**src/hdl/frdc_pkg.sv**
```systemverilog
// ----------------------------------------------------------------------------
// frdc_pkg: shared definitions for the frame receiver
// Byte codes, result codes, and the transaction formats that pass between
// the front end, the frame engine and the queues.
// ----------------------------------------------------------------------------
package frdc_pkg;

  // Line byte codes.
  localparam logic [7:0] FLAG_BYTE    = 8'h7E;
  localparam logic [7:0] ESC_BYTE     = 8'h7D;
  localparam logic [7:0] ESC_XOR      = 8'h20;
  localparam logic [7:0] ADDR_DEFAULT = 8'h03;

  // Field widths fixed by the interface.
  localparam int unsigned LEN_W = 12;

  // Configuration register indexes.
  localparam logic CFG_ADDRESS     = 1'b0;
  localparam logic CFG_MAX_PAYLOAD = 1'b1;

  // Result item kinds.
  localparam logic KIND_PAYLOAD = 1'b0;
  localparam logic KIND_STATUS  = 1'b1;

  // Frame kinds.
  localparam logic FRAME_CMD  = 1'b0;
  localparam logic FRAME_DATA = 1'b1;

  // Error codes.
  localparam logic [1:0] ERR_OK       = 2'd0;
  localparam logic [1:0] ERR_CHECK    = 2'd1;
  localparam logic [1:0] ERR_OVERFLOW = 2'd2;

  // Classified line symbol from the front end.
  typedef struct packed {
    logic       is_flag;
    logic [7:0] data;
  } tok_t;

  // One result item.
  typedef struct packed {
    logic             item_kind;
    logic [7:0]       payload_byte;
    logic             frame_kind;
    logic [1:0]       error_code;
    logic [7:0]       control_value;
    logic             sequence_bit;
    logic [LEN_W-1:0] payload_length;
  } res_t;

  localparam int unsigned TOK_W = $bits(tok_t);
  localparam int unsigned RES_W = $bits(res_t);

endpackage

```
**src/hdl/frdc_fifo.sv**
```systemverilog
// ----------------------------------------------------------------------------
// frdc_fifo: small register queue
// First-in first-out buffer built from flops. The head entry is visible on
// rd_data while empty is low; full and empty come straight from the count.
// ----------------------------------------------------------------------------
module frdc_fifo #(
  parameter int unsigned WIDTH = 8,
  parameter int unsigned DEPTH = 2
) (
  input  logic             clk,
  input  logic             rst_n,
  input  logic             push,
  input  logic [WIDTH-1:0] wr_data,
  output logic             full,
  input  logic             pop,
  output logic [WIDTH-1:0] rd_data,
  output logic             empty
);

  localparam int unsigned AW = (DEPTH > 1) ? $clog2(DEPTH) : 1;
  localparam logic [AW-1:0] LAST_PTR = AW'(DEPTH - 1);
  localparam logic [AW:0]   FULL_CNT = (AW + 1)'(DEPTH);

  logic [WIDTH-1:0] mem_r [DEPTH];
  logic [AW-1:0]    wr_ptr_r, wr_ptr_nxt;
  logic [AW-1:0]    rd_ptr_r, rd_ptr_nxt;
  logic [AW:0]      count_r, count_nxt;
  logic             do_push, do_pop;

  assign full    = (count_r == FULL_CNT);
  assign empty   = (count_r == '0);
  assign do_push = push && !full;
  assign do_pop  = pop && !empty;
  assign rd_data = mem_r[rd_ptr_r];

  // Pointer and occupancy update.
  always_comb begin
    wr_ptr_nxt = wr_ptr_r;
    rd_ptr_nxt = rd_ptr_r;
    count_nxt  = count_r;
    if (do_push) begin
      wr_ptr_nxt = (wr_ptr_r == LAST_PTR) ? '0 : wr_ptr_r + 1'b1;
    end
    if (do_pop) begin
      rd_ptr_nxt = (rd_ptr_r == LAST_PTR) ? '0 : rd_ptr_r + 1'b1;
    end
    if (do_push && !do_pop) begin
      count_nxt = count_r + 1'b1;
    end else if (do_pop && !do_push) begin
      count_nxt = count_r - 1'b1;
    end
  end

  always_ff @(posedge clk) begin
    if (!rst_n) begin
      wr_ptr_r <= '0;
      rd_ptr_r <= '0;
      count_r  <= '0;
    end else begin
      wr_ptr_r <= wr_ptr_nxt;
      rd_ptr_r <= rd_ptr_nxt;
      count_r  <= count_nxt;
    end
  end

  // Storage needs no reset; entries are read only after being written.
  always_ff @(posedge clk) begin
    if (do_push) begin
      mem_r[wr_ptr_r] <= wr_data;
    end
  end

endmodule

```
**src/hdl/frdc_front.sv**
```systemverilog
// ----------------------------------------------------------------------------
// frdc_front: line byte classifier and destuffer
// Accepts raw line bytes, removes escape sequences and tags flags. Each
// byte other than an unescaped escape marker becomes one symbol for the
// frame engine.
// ----------------------------------------------------------------------------
module frdc_front
  import frdc_pkg::*;
(
  input  logic       clk,
  input  logic       rst_n,
  input  logic       in_push,
  input  logic [7:0] in_rx_byte,
  output logic       in_full,
  output logic       tok_push,
  output tok_t       tok_data,
  input  logic       tok_full
);

  logic escape_r, escape_nxt;
  logic accept;
  logic is_flag, is_esc;

  assign in_full = tok_full;
  assign accept  = in_push && !tok_full;
  assign is_flag = (in_rx_byte == FLAG_BYTE);
  assign is_esc  = (in_rx_byte == ESC_BYTE);

  // A flag always wins and drops a pending escape; an escape marker after
  // an escape is taken as escaped data.
  always_comb begin
    escape_nxt       = escape_r;
    tok_push         = 1'b0;
    tok_data.is_flag = is_flag;
    tok_data.data    = escape_r ? (in_rx_byte ^ ESC_XOR) : in_rx_byte;
    if (accept) begin
      if (is_flag) begin
        escape_nxt = 1'b0;
        tok_push   = 1'b1;
      end else if (is_esc && !escape_r) begin
        escape_nxt = 1'b1;
      end else begin
        escape_nxt = 1'b0;
        tok_push   = 1'b1;
      end
    end
  end

  always_ff @(posedge clk) begin
    if (!rst_n) begin
      escape_r <= 1'b0;
    end else begin
      escape_r <= escape_nxt;
    end
  end

endmodule

```
**src/hdl/frdc_back.sv**
```systemverilog
// ----------------------------------------------------------------------------
// frdc_back: frame engine
// Consumes classified symbols, tracks the frame header, delays payload by
// one byte, accumulates the payload check and issues payload and status
// results.
// ----------------------------------------------------------------------------
module frdc_back
  import frdc_pkg::*;
#(
  parameter int unsigned COUNT_WIDTH = 12
) (
  input  logic             clk,
  input  logic             rst_n,
  input  logic [7:0]       address_byte,
  input  logic [LEN_W-1:0] max_payload,
  input  tok_t             tok_data,
  input  logic             tok_empty,
  output logic             tok_pop,
  output logic             res_push,
  output res_t             res_data,
  input  logic             res_full
);

  localparam int unsigned CMP_W = (COUNT_WIDTH > LEN_W) ? COUNT_WIDTH : LEN_W;
  localparam logic [COUNT_WIDTH-1:0] COUNT_MAX = '1;

  typedef enum logic [2:0] {
    ST_HUNT,
    ST_ADDR,
    ST_CTRL,
    ST_CHECK,
    ST_BODY
  } state_t;

  state_t                 state_r, state_nxt;
  logic [7:0]             control_r, control_nxt;
  logic [7:0]             held_r, held_nxt;
  logic                   held_valid_r, held_valid_nxt;
  logic [7:0]             xor_r, xor_nxt;
  logic [COUNT_WIDTH-1:0] count_r, count_nxt;

  logic             go;
  logic             over;
  logic [7:0]       d;
  logic [LEN_W-1:0] count_len;

  assign go      = !tok_empty && !res_full;
  assign tok_pop = go;
  assign d       = tok_data.data;

  // Length limit check, done at a width that holds both operands.
  assign over = (CMP_W'(count_r) >= CMP_W'(max_payload)) || (count_r == COUNT_MAX);

  generate
    if (COUNT_WIDTH >= LEN_W) begin : g_len_trunc
      assign count_len = count_r[LEN_W-1:0];
    end else begin : g_len_ext
      assign count_len = LEN_W'(count_r);
    end
  endgenerate

  // Per-symbol frame tracking.
  always_comb begin
    state_nxt      = state_r;
    control_nxt    = control_r;
    held_nxt       = held_r;
    held_valid_nxt = held_valid_r;
    xor_nxt        = xor_r;
    count_nxt      = count_r;
    res_push       = 1'b0;
    res_data       = '0;
    if (go) begin
      if (state_r == ST_HUNT) begin
        if (tok_data.is_flag) begin
          state_nxt = ST_ADDR;
        end
      end else if (tok_data.is_flag) begin
        if (state_r == ST_BODY) begin
          // Closing flag: report the frame.
          state_nxt              = ST_HUNT;
          held_valid_nxt         = 1'b0;
          res_push               = 1'b1;
          res_data.item_kind     = KIND_STATUS;
          res_data.control_value = control_r;
          if (!held_valid_r) begin
            res_data.frame_kind   = FRAME_CMD;
            res_data.error_code   = ERR_OK;
            res_data.sequence_bit = control_r[7];
          end else begin
            res_data.frame_kind     = FRAME_DATA;
            res_data.error_code     = (held_r == xor_r) ? ERR_OK : ERR_CHECK;
            res_data.sequence_bit   = control_r[6];
            res_data.payload_length = count_len;
          end
        end else begin
          state_nxt = ST_ADDR;
        end
      end else begin
        unique case (state_r)
          ST_ADDR: begin
            state_nxt = (d == address_byte) ? ST_CTRL : ST_HUNT;
          end
          ST_CTRL: begin
            control_nxt = d;
            state_nxt   = ST_CHECK;
          end
          ST_CHECK: begin
            if (d == (address_byte ^ control_r)) begin
              state_nxt      = ST_BODY;
              held_valid_nxt = 1'b0;
              held_nxt       = '0;
              xor_nxt        = '0;
              count_nxt      = '0;
            end else begin
              state_nxt = ST_HUNT;
            end
          end
          ST_BODY: begin
            if (held_valid_r) begin
              res_push = 1'b1;
              if (over) begin
                // Payload too long: report and drop the rest of the frame.
                state_nxt               = ST_HUNT;
                held_valid_nxt          = 1'b0;
                res_data.item_kind      = KIND_STATUS;
                res_data.frame_kind     = FRAME_DATA;
                res_data.error_code     = ERR_OVERFLOW;
                res_data.control_value  = control_r;
                res_data.sequence_bit   = control_r[6];
                res_data.payload_length = count_len;
              end else begin
                res_data.item_kind    = KIND_PAYLOAD;
                res_data.payload_byte = held_r;
                xor_nxt               = xor_r ^ held_r;
                count_nxt             = count_r + 1'b1;
                held_nxt              = d;
              end
            end else begin
              held_nxt       = d;
              held_valid_nxt = 1'b1;
            end
          end
          default: begin
            state_nxt = ST_HUNT;
          end
        endcase
      end
    end
  end

  always_ff @(posedge clk) begin
    if (!rst_n) begin
      state_r      <= ST_HUNT;
      control_r    <= '0;
      held_r       <= '0;
      held_valid_r <= 1'b0;
      xor_r        <= '0;
      count_r      <= '0;
    end else begin
      state_r      <= state_nxt;
      control_r    <= control_nxt;
      held_r       <= held_nxt;
      held_valid_r <= held_valid_nxt;
      xor_r        <= xor_nxt;
      count_r      <= count_nxt;
    end
  end

endmodule

```
**src/hdl/frame_receive_destuff_check.sv**
```systemverilog
// ----------------------------------------------------------------------------
// frame_receive_destuff_check: byte-stuffed framed receiver
// Top level: configuration registers, front end, symbol queue, frame
// engine and result queue.
// ----------------------------------------------------------------------------
// The receiver takes one raw line byte per cycle (push while full is low)
// and keeps that rate indefinitely as long as results are popped at the
// same pace. A byte passes the destuffing front end into a two-entry
// symbol queue, the frame engine handles one symbol per cycle and writes
// any result into a two-entry result queue; the symbol queue and then the
// result queue are registered between an accepted byte and its result. When
// the result queue fills, the frame engine stalls, the symbol queue fills
// behind it and full rises. Payload bytes come out one byte late; the
// final byte before the closing flag is the payload check and is reported
// in the end-of-frame status instead. Configuration writes are always
// taken (cfg_ready is tied high) and must only be issued while the block
// is idle.
// ----------------------------------------------------------------------------
module frame_receive_destuff_check
  import frdc_pkg::*;
#(
  parameter int unsigned COUNT_WIDTH = 12
) (
  input  logic        clk,
  input  logic        rst_n,
  // Configuration write channel
  input  logic        cfg_valid,
  output logic        cfg_ready,
  input  logic        cfg_index,
  input  logic [11:0] cfg_data,
  // Raw line bytes
  input  logic        in_push,
  output logic        in_full,
  input  logic [7:0]  in_rx_byte,
  // Results
  output logic        out_empty,
  input  logic        out_pop,
  output logic        out_item_kind,
  output logic [7:0]  out_payload_byte,
  output logic        out_frame_kind,
  output logic [1:0]  out_error_code,
  output logic [7:0]  out_control_value,
  output logic        out_sequence_bit,
  output logic [11:0] out_payload_length
);

  logic [7:0]       address_r;
  logic [LEN_W-1:0] max_payload_r;

  logic             tok_push, tok_full, tok_pop, tok_empty;
  tok_t             tok_wr, tok_rd;
  logic [TOK_W-1:0] tok_rd_bits;
  logic             res_push, res_full;
  res_t             res_wr, res_rd;
  logic [RES_W-1:0] res_rd_bits;

  // Configuration registers.
  assign cfg_ready = 1'b1;

  always_ff @(posedge clk) begin
    if (!rst_n) begin
      address_r     <= ADDR_DEFAULT;
      max_payload_r <= '1;
    end else if (cfg_valid && cfg_ready) begin
      unique case (cfg_index)
        CFG_ADDRESS:     address_r     <= cfg_data[7:0];
        CFG_MAX_PAYLOAD: max_payload_r <= cfg_data;
        default:         ;
      endcase
    end
  end

  // Front end: destuffing and flag detection.
  frdc_front u_front (
    .clk        (clk),
    .rst_n      (rst_n),
    .in_push    (in_push),
    .in_rx_byte (in_rx_byte),
    .in_full    (in_full),
    .tok_push   (tok_push),
    .tok_data   (tok_wr),
    .tok_full   (tok_full)
  );

  // Symbol queue between front end and frame engine.
  frdc_fifo #(
    .WIDTH (TOK_W),
    .DEPTH (2)
  ) u_tok_fifo (
    .clk     (clk),
    .rst_n   (rst_n),
    .push    (tok_push),
    .wr_data (tok_wr),
    .full    (tok_full),
    .pop     (tok_pop),
    .rd_data (tok_rd_bits),
    .empty   (tok_empty)
  );

  assign tok_rd = tok_t'(tok_rd_bits);

  // Frame engine.
  frdc_back #(
    .COUNT_WIDTH (COUNT_WIDTH)
  ) u_back (
    .clk          (clk),
    .rst_n        (rst_n),
    .address_byte (address_r),
    .max_payload  (max_payload_r),
    .tok_data     (tok_rd),
    .tok_empty    (tok_empty),
    .tok_pop      (tok_pop),
    .res_push     (res_push),
    .res_data     (res_wr),
    .res_full     (res_full)
  );

  // Result queue.
  frdc_fifo #(
    .WIDTH (RES_W),
    .DEPTH (2)
  ) u_res_fifo (
    .clk     (clk),
    .rst_n   (rst_n),
    .push    (res_push),
    .wr_data (res_wr),
    .full    (res_full),
    .pop     (out_pop),
    .rd_data (res_rd_bits),
    .empty   (out_empty)
  );

  assign res_rd = res_t'(res_rd_bits);

  assign out_item_kind      = res_rd.item_kind;
  assign out_payload_byte   = res_rd.payload_byte;
  assign out_frame_kind     = res_rd.frame_kind;
  assign out_error_code     = res_rd.error_code;
  assign out_control_value  = res_rd.control_value;
  assign out_sequence_bit   = res_rd.sequence_bit;
  assign out_payload_length = res_rd.payload_length;

endmodule

```
**config.mk**
```make
export PLATFORM = sky130hd
export DESIGN_NAME = frame_receive_destuff_check
export DESIGN_NICKNAME = d
export VERILOG_FILES = /design/src/hdl/frdc_pkg.sv /design/src/hdl/frdc_fifo.sv /design/src/hdl/frdc_front.sv /design/src/hdl/frdc_back.sv /design/src/hdl/frame_receive_destuff_check.sv
export SDC_FILE = /design/constraint.sdc
export NUM_CORES = 1
export LEC_CHECK = 0
export ABC_AREA = 1
export BUFFER_PORTS_ARGS = -buffer_cell sky130_fd_sc_hd__buf_2
export CAP_MARGIN = 20
export CORE_UTILIZATION = 55
export CTS_CLUSTER_SIZE = 14
export DETAILED_ROUTE_END_ITERATION = 12
export PLACE_DENSITY = 0.81
export SLEW_MARGIN = 20
export SYNTH_ARGS = -nofsm -noshare
export SYNTH_HDL_FRONTEND = slang
export SYNTH_SLANG_ARGS = --single-unit
```
**constraint.sdc**
```tcl
create_clock -name clk -period 4.75 [get_ports clk]
set_input_delay 0.95 -clock clk [delete_from_list [all_inputs] [get_ports clk]]
set_output_delay 0.95 -clock clk [all_outputs]
set_load 0.1 [all_outputs]
```
==> results.md <==
* Final setup viols at 0
* R2r worst-path depth at 11
* Setup Buffers After CTS at 0
* Post-route ant nets at 0
* Worst r2r src: u_back.count_len[11]$_SDFFE_PN0P_
* Hold Buf Count CTS at 0
* Skew-Pair Late Insertion Delay at 430 ps
* Hold endpoint: u_tok_fifo.rd_ptr_r$_SDFFE_PN0P_
* Yosys top cell area share at 0.343
* Routed vias at roughly 5600
* Worst-margin pin slew at about 790 ps
* Wire per inst at 14.1 um
* Flop2flop setup slack at 1740 ps
* CTS clk-pin slew, worst paths at 60 ps
* End of the worst register-to-register path: u_back.xor_r[5]$_SDFFE_PN0P_
* Distinct cells, synth at 33
* Setup Total Neg Slack at 0 ps
* Cell Area, Synth at 7360 um2
* PD cells at between 400 and 500 nW/um2
* Pins Over Slew Limit at 0
* Relative slew slack at 0.475
* Layout net count at 926
* Port Buffers at 60
* 1st-iter DRT viols at a little under 500
* Clock Skews at 8.30 ps
* HP Class: flip-flop to flip-flop
* Gr usage total at 0.232
* Reg power frac at 0.443
* Commonest non-fill, non-tap cell in the layout: nand2_1
* Sw Share at 0.282
* Final Cycle Share at 0.634
* DRC at 0
* Clk root buf: clkbuf_16
* Switching Power at 0.000963 W
* Clock buffer depth at 2
* Fin crit period at 3010 ps
* Drt pass-1 iters at 7
* RSZ-0062 raised after global routing: no
* Area grow syn2layout at 13.5%
* Estimated wirelength of the detail-placed design at 10.4 mm
* Die footprint at 13900 um2
* Top cells by area in the synthesized netlist: edfxtp_1 34%, dfxtp_1 19%, nand2_1 8.8%
* # resized after CTS at 0
* CTS H-tree depth at 4
* Run status: completed
* Clock Sinks at 155
* Min-Delay Path Depth at 1
* Fmax at 332 MHz
* Clock share of power at 0.388
* Min-delay src: u_tok_fifo.rd_ptr_r$_SDFFE_PN0P_
* Critical Path AT at 3370 ps
* First-pass GRT wire length at 25.5 mm
* Largest net degree at the start of global routing at 47
* Initial antenna violation count at 0
* Via/cell ratio at 5.26
* Commonest cells after routing, fill and taps aside: 172 x nand2_1, 111 x nor2_1, 99 x inv_1, 84 x edfxtp_1, 71 x dfxtp_1
* Internal at 0.00245 W
* Final WS setup at 1740 ps
* IO Count at 62
* Vias in the first global route at 5299
* YS warnings at 0
* Row count at just over 40
* Avg Cell Area, Syn at 8.87 um2
* CP startpoint kind: flip-flop
* Peak supply drop at 0.354 mV
* TritonCTS Buffers at 17
* Final hold vios at 0
* Leak Pwr at ~3.6 nW
* Layout cells sized above 1 at 0.160
* Routed wire length at 15.1 mm
* Antenna fix cells at 0
* Cells after Synth at 830
* Initial core utilization at 0.574
* Max Cap Violations at 0
* Die Y at 118 um
* CP required at about 5100 ps
* Worst Setup Slack post-DPL at 1890 ps
* Gate power share at 0.168
* Core ar. at 12800 um2
* Critical path class: flip-flop to flip-flop
* GRT overflow at 0
* CTS tree: yes
* Crit path max fanout at 21
* Syn nets at 871
* Synth area leader: edfxtp_1
* Synthesized flop and latch total at 155
* Endpoint class of the critical path: flip-flop
* Die width at 118 um
* Seq/Total Area, Yosys at 0.536
* GPL Wtd Cong at 0.896
==> per-stage QoR <==
stage,hold WS (ps),total power (W),util,area [um2],std cells
2_1_floorplan,426,0.00200,-,7360,830
3_3_place_gp,436,0.00209,0.605,7760,1038
3_5_place_dp,462,0.00211,0.605,7760,1038
4_1_cts,469,0.00342,0.652,8360,1070
5_1_grt,510,0.00355,0.652,8360,1070
6_report,464,0.00341,0.652,8360,1070
==> final cells by class <==
| cell class | count | area (um2) |
|---|---|---|
| Inverter | 104 | 390 |
| Timing Repair Buffer | 64 | 330 |
| Multi-Input combinational cell | 543 | 2880 |
| Clock inverter | 4 | 23.8 |
| Fill cell | 999 | 4470 |
| Sequential cell | 155 | 3940 |
| Tap cell | 172 | 215 |
| Clock buffer | 28 | 572 |
==> worst max path at each step <==
stage                                            from                                to  slack (ps)  cells past startpoint
detailed placement   u_back.count_len[9]$_SDFFE_PN0P_  u_back.count_len[6]$_SDFFE_PN0P_        1890                     12
global route        u_back.count_len[11]$_SDFFE_PN0P_      u_back.xor_r[3]$_SDFFE_PN0P_        1480                     13
global placement     u_back.count_len[9]$_SDFFE_PN0P_  u_back.count_len[8]$_SDFFE_PN0P_        1920                     12
floorplan                                   flip-flop  u_res_fifo.mem_r[1][0]$_DFFE_PP_        1960                      6
finish              u_back.count_len[11]$_SDFFE_PN0P_      u_back.xor_r[5]$_SDFFE_PN0P_        1740                     11
CTS                  u_back.count_len[9]$_SDFFE_PN0P_      u_back.xor_r[5]$_SDFFE_PN0P_        1800                     13
==> flip-flops by register name, summed over array words and instances (netlist names), 2 cells and up, named ones only <==
signal,cells
u_back.control_r,8
u_back.state_r,3
u_tok_fifo.count_r,2
u_res_fifo.count_r,2
u_back.held_r,8
u_res_fifo.mem_r,66
address_r,8
u_back.xor_r,8
u_back.count_len,12
u_tok_fifo.mem_r,18
max_payload_r,12
==> metal layers <==
metal  GRT usage  share of wire  vias up  wire (um)
met3      0.0504          0.061       31        916
met1       0.311           0.46     2556       6930
met5           0              0        -          0
met2       0.368           0.46      208       6980
li1            -              -     2837          -
met4      0.0841          0.018        0        279
==> cells in the mapped netlist (all sizes together) <==
master    n
a211oi    1
a21oi    41
buf      16
clkbuf   12
clkinv    1
conb      1
dfxtp    71
edfxtp   84
ha       15
inv     103
mux2     33
nand2   183
nand3    43
nand3b    2
nand4     9
nor2    113
nor3     18
nor3b     9
nor4      3
o211ai   13
o21ai    33
o22ai     1
xnor2    11
xor2     14
==> kinds of logic after synthesis <==
family                     synth area share
other                              0.000509
DFF                                   0.536
muxes                                0.0505
AOI/OAI and AO/OA                    0.0664
xor gates and xnor gates             0.0297
adders and majority gates            0.0255
and+or+nand+nor                       0.218
buffers and inverters                0.0736
==> critical path, stage by stage, from the launching register on <==
cell     delay [ps]
dfxtp_1         460
ha_1            310
a21oi_1         160
nand2_1          70
nor2_1          240
nand3_2         320
a21oi_1         230
buf_4           270
nand2_1         490
nand2_1         230
nand2_1          80
nor2_1           80
==> power by group through the flow <==
stage	registers, W	clock network, W	logic [W]
3_3_place_gp	0.00154	0	0.000557
5_1_grt	0.00152	0.00139	0.000643
4_1_cts	0.00151	0.00133	0.000571
2_1_floorplan	0.00152	0	0.000472
3_5_place_dp	0.00154	0	0.000567
6_report	0.00151	0.00132	0.000573
Note: power is estimated with default switching activity, not from simulation.
